[src/hw/rtl/sth_pkg.sv]
`default_nettype none

package sth_pkg;

    localparam int HASH_W = 64;
    localparam int BYTE_W = 8;

    // jenkins one-at-a-time shift amounts
    localparam int MIX_SHL = 10;
    localparam int MIX_SHR = 6;
    localparam int FIN_SHL_A = 3;
    localparam int FIN_SHR = 11;
    localparam int FIN_SHL_B = 15;

    typedef logic [HASH_W-1:0] hash_t;
    typedef logic [BYTE_W-1:0] byte_t;

    // token close event handed from the token stage to the vote stage
    typedef struct packed {
        hash_t hash;   // raw running hash, not yet finalized
        logic  vote;   // a token closed, counters take a vote
        logic  last;   // end of text, fingerprint follows
    } sth_close_t;

    function automatic logic is_word_char(input byte_t c);
        logic lower;
        logic upper;
        logic digit;
        lower = (c >= 8'h61) && (c <= 8'h7a);
        upper = (c >= 8'h41) && (c <= 8'h5a);
        digit = (c >= 8'h30) && (c <= 8'h39);
        return lower || upper || digit;
    endfunction

    function automatic hash_t oaat_mix(input hash_t h, input byte_t c);
        hash_t t;
        t = h + hash_t'(c);
        t = t + (t << MIX_SHL);
        t = t ^ (t >> MIX_SHR);
        return t;
    endfunction

    function automatic hash_t oaat_final(input hash_t h);
        hash_t t;
        t = h + (h << FIN_SHL_A);
        t = t ^ (t >> FIN_SHR);
        t = t + (t << FIN_SHL_B);
        return t;
    endfunction

endpackage

`default_nettype wire

[src/hw/rtl/sth_token.sv]
`default_nettype none

module sth_token #(
    parameter int MAX_TOKEN_CHARS = 127
) (
    input  wire logic                aclk,
    input  wire logic                aresetn,
    input  wire logic                s_valid,
    output logic                     s_ready,
    input  wire logic [7:0]          s_text_byte,
    input  wire logic                s_end_of_text,
    output logic                     ev_valid,
    input  wire logic                ev_ready,
    output sth_pkg::sth_close_t      ev
);

    localparam int LEN_W = $clog2(MAX_TOKEN_CHARS + 1);
    localparam logic [LEN_W-1:0] LEN_MAX = LEN_W'(MAX_TOKEN_CHARS);

    // input register
    logic                a_valid_reg;
    logic                a_valid_next;
    sth_pkg::byte_t      a_byte_reg;
    logic                a_last_reg;
    logic                a_fire;
    logic                ev_free;

    // token state
    sth_pkg::hash_t      hash_reg;
    sth_pkg::hash_t      hash_next;
    logic [LEN_W-1:0]    len_reg;
    logic [LEN_W-1:0]    len_next;

    // event register
    logic                ev_valid_reg;
    logic                ev_valid_next;
    sth_pkg::sth_close_t ev_reg;
    sth_pkg::sth_close_t ev_next;

    logic                word;
    logic                grow;
    logic                close_now;
    sth_pkg::hash_t      grown_hash;

    assign ev_free = !ev_valid_reg || ev_ready;
    assign a_fire  = a_valid_reg && ev_free;
    assign s_ready = !a_valid_reg || a_fire;

    assign a_valid_next = (s_valid && s_ready) ? 1'b1 : (a_fire ? 1'b0 : a_valid_reg);

    always_ff @(posedge aclk) begin
        if (!aresetn) begin
            a_valid_reg <= 1'b0;
        end else begin
            a_valid_reg <= a_valid_next;
        end
    end

    always_ff @(posedge aclk) begin
        if (s_valid && s_ready) begin
            a_byte_reg <= s_text_byte;
            a_last_reg <= s_end_of_text;
        end
    end

    // hash update and token close for the byte in the input register
    always_comb begin
        word       = sth_pkg::is_word_char(a_byte_reg);
        grow       = word && (len_reg < LEN_MAX);
        grown_hash = grow ? sth_pkg::oaat_mix(hash_reg, a_byte_reg) : hash_reg;
        // a word byte always leaves a non-empty token behind it
        close_now  = (!word && (len_reg != '0)) || (a_last_reg && word);

        hash_next = hash_reg;
        len_next  = len_reg;
        if (a_fire) begin
            if (close_now || a_last_reg) begin
                hash_next = '0;
                len_next  = '0;
            end else if (grow) begin
                hash_next = grown_hash;
                len_next  = len_reg + LEN_W'(1);
            end
        end

        ev_next.hash = grown_hash;
        ev_next.vote = close_now;
        ev_next.last = a_last_reg;

        if (ev_free) begin
            ev_valid_next = a_fire && (close_now || a_last_reg);
        end else begin
            ev_valid_next = ev_valid_reg;
        end
    end

    always_ff @(posedge aclk) begin
        if (!aresetn) begin
            hash_reg     <= '0;
            len_reg      <= '0;
            ev_valid_reg <= 1'b0;
        end else begin
            hash_reg     <= hash_next;
            len_reg      <= len_next;
            ev_valid_reg <= ev_valid_next;
        end
    end

    always_ff @(posedge aclk) begin
        if (a_fire) begin
            ev_reg <= ev_next;
        end
    end

    assign ev_valid = ev_valid_reg;
    assign ev       = ev_reg;

`ifndef NO_ASSERTIONS
    a_len_bound: assert property (@(posedge aclk) disable iff (!aresetn)
        len_reg <= LEN_MAX)
        else $error("token length past limit");

    a_empty_hash: assert property (@(posedge aclk) disable iff (!aresetn)
        (len_reg == '0) |-> (hash_reg == '0))
        else $error("hash nonzero with no open token");

    a_last_clears: assert property (@(posedge aclk) disable iff (!aresetn)
        (a_fire && a_last_reg) |=> (len_reg == '0 && hash_reg == '0 && ev_valid_reg))
        else $error("end of text left token state or no event");
`endif

endmodule

`default_nettype wire

[config.mk]
export PLATFORM = sky130hd
export DESIGN_NAME = sth_token
export DESIGN_NICKNAME = d
export VERILOG_FILES = /design/src/hw/rtl/sth_pkg.sv /design/src/hw/rtl/sth_token.sv
export SDC_FILE = /design/constraint.sdc
export NUM_CORES = 1
export LEC_CHECK = 0
export ABC_CLOCK_PERIOD_IN_PS = 18100
export BUFFER_PORTS_ARGS = -buffer_cell sky130_fd_sc_hd__buf_4
export CORE_ASPECT_RATIO = 0.7
export CORE_MARGIN = 2
export CORE_UTILIZATION = 67
export CTS_CLUSTER_SIZE = 28
export DETAILED_ROUTE_END_ITERATION = 10
export PLACE_DENSITY = 0.85
export SLEW_MARGIN = 20
export SYNTH_ARGS = -nofsm -noshare
export SYNTH_HDL_FRONTEND = slang
export SYNTH_SLANG_ARGS = --single-unit
[constraint.sdc]
create_clock -name aclk -period 18.1 [get_ports aclk]
set_input_delay 0.905 -clock aclk [delete_from_list [all_inputs] [get_ports aclk]]
set_output_delay 0.905 -clock aclk [all_outputs]
set_load 0.02 [all_outputs]
==> results.cfg <==
[grt]
track_usage = 0.394
grt_first_pass_wirelength_mm = 52.0
grt_pass1_vias = 8954
grt_overflow_total = 0
antenna_found_initial = 0
grt_max_degree = 111

[final_layout]
post-route-util = 0.759
syn2layout_area_growth_pct = 12.3
largest_reg_flops = 66
nets = 1382
final_layout_size_suffix_gt1_frac = 0.115
num_antenna_cells = 0

[pwr]
powerDensity_nw_per_um2 = 64.7
p_leak_nw = 4.92
ir_drop_mv = 0.0557

[yosys]
synth_area_um2 = 10900
ys_seq_elements = 148
syn_nets = 1335
yosysWarningCount = 0
syn_area_per_cell_um2 = 8.68
synth_mux_area_frac = 0.00298
synth-edff-count = 75
ys_top_cells_by_count = nand2_1 (165), xnor2_1 (110), edfxtp_1 (75)
synth.top_cell.area_share = 0.206
synth_xor_area_frac = 0.142
yosysTopAreaCell = edfxtp_1
ys_seq_area_frac = 0.340
synth.most_common_cell = nand2_1
syn_inst = 1259
synth_top_family_by_area = compound AO/OA/AOI/OAI gates
synth_ff_type = edfxtp_1
yosys.area_share.simple = 0.189
synth_compound_area_frac = 0.217
synthArstFlopShare = 0
synthTopCellsByArea = edfxtp_1 (21%), dfxtp_1 (13%), xnor2_1 (8.8%), ha_1 (7.0%), nand2_1 (5.7%)
synth.distinct_cells = 82
synth_adder_area_share = 0.0735

[floorplanning]
io_pins = 81
die_w_um = 157
rows = 39
start_util = 0.676
core_area_um2 = 16200
die-area_um2 = 17400
die_y_um = 111

[outcome]
status = finished clean

[setup_path]
crit_top_cell = o21ai_1
worst_setup_path_end_kind = flop
critPathRequiredTime_ns = 18.24
crit_fanout = 6
slowest_delay_ns = 0.87
arrival_ns = 7.38
startpoint_type = flop
crit_type = flop to flop
slowest_stage = a2111oi_0

[routing]
drc = 0
wl_mm = 34.6
first_pass_iters = 6
vias = 10200
dr_wl_met2_mm = 12.4
ant_nets = 0
wl_met3_mm = 6.72
wl_per_cell_um = 22.4
drt-initial-drc-count = 1619
viasPerCell = 6.58
top_layer_used = met4
met1_length_mm = 15.0

[sta]
rsz0062_at_grt = false
setup_tns_ns = 0
finalHoldViolCount = 0
layout_min_cycle_time_ns = 7.24
fin_skew_ns = 0.0115
worstMarginPinSlew_ns = 1.06
fmax_ghz = 0.138
whs_ns = 0.503
fin_crit_sh = 0.400
post-route-worst-setup-slack_ns = 10.86
slew_viol_final = 0
setup_viol = 0
slew_headroom = 0.293

[clock_tree]
numCtsBuffers = 17
ctsHoldBuffers = 0
clock_latency_ns = 0.43
numClockSinks = 148
cts_resized = 0
clock_path_buffers = 2
htreeDepth = 4
path_clk_slew_ns = 0.07
post_cts_buffers = 0
cts.root.buffer_cell = clkbuf_16
cts_tree = yes

[placed_design]
portBuffers = 80
routabilityCongestion = 1.12
hpwl_mm = 26.1
pre_cts_slack_ns = 11.29

[run]
max_cap_violations = 0

[worst_hold_path]
hp-class = flop to flop
==> final cells by class <==
type                            count  area (µm²)
Tap cell                          225         282
Timing Repair Buffer               88         681
Fill cell                        1117        3890
Sequential cell                   148        3710
Multi-Input combinational cell   1014        6840
Clock inverter                     14         176
Inverter                           37         139
Clock buffer                       18         429
==> worst max-delay path, delay by kind of cell, from the launching register on <==
family / cells / cell delay [ns]
xor gates and xnor gates: 3 / 1.10
adders and majority gates: 3 / 0.92
AOI/OAI and AO/OA: 13 / 2.85
buffers and inverters: 1 / 0.05
DFF: 1 / 0.39
and+or+nand+nor: 7 / 1.65
==> cell usage in the layout, fill, tap and decap left out, drive strengths merged, types with 42 or more instances in the layout <==
master,count
ha,61
dfxtp,73
buf,88
xor2,62
a21oi,59
inv,42
nand2,165
xnor2,113
a21o,42
o21ai,115
edfxtp,75
nor2b,44
nor2,65
==> cell families after synthesis <==
logic type / after synthesis
AO/OA/AOI/OAI: 354
XOR/XNOR: 175
adder cells (fa/ha/maj): 63
buffers and inverters: 97
flip-flops: 148
multiplexers: 3
AND/OR/NAND/NOR: 419
==> metrics by stage <==
step / cells / total power [mW] / cell area (µm²)
after global routing: 1544 / 0.810 / 12300
after CTS: 1544 / 0.790 / 12300
after floorplan: 1259 / 0.407 / 10900
after detailed placement: 1512 / 0.430 / 11700
final: 1544 / 0.793 / 12300
after global placement: 1511 / 0.427 / 11600
==> power by group <==
group          switching (mW)  internal (mW)
clock network           0.149          0.219
logic                  0.0413         0.0202
registers             0.00375          0.360
==> metal layers <==
layer  GRT usage  vias up
li1            -     4629
met3       0.227       51
met4      0.0673        0
met5           0        -
met2       0.465      826
met1       0.607     4654
==> final timing paths <==
| check | depth (start not counted) | slack (ns) | start | endpoint |
|---|---|---|---|---|
| worst max-delay path | 27 | 10.86 | a_byte_reg[0] | ev[58] |
| worst min-delay path | 2 | 0.50 | hash_reg[63] | hash_reg[63] |
| worst max register to register | 27 | 10.86 | a_byte_reg[0] | ev[58] |
| worst min register to register | 2 | 0.50 | hash_reg[63] | hash_reg[63] |
(Power assumes the default switching activity.)
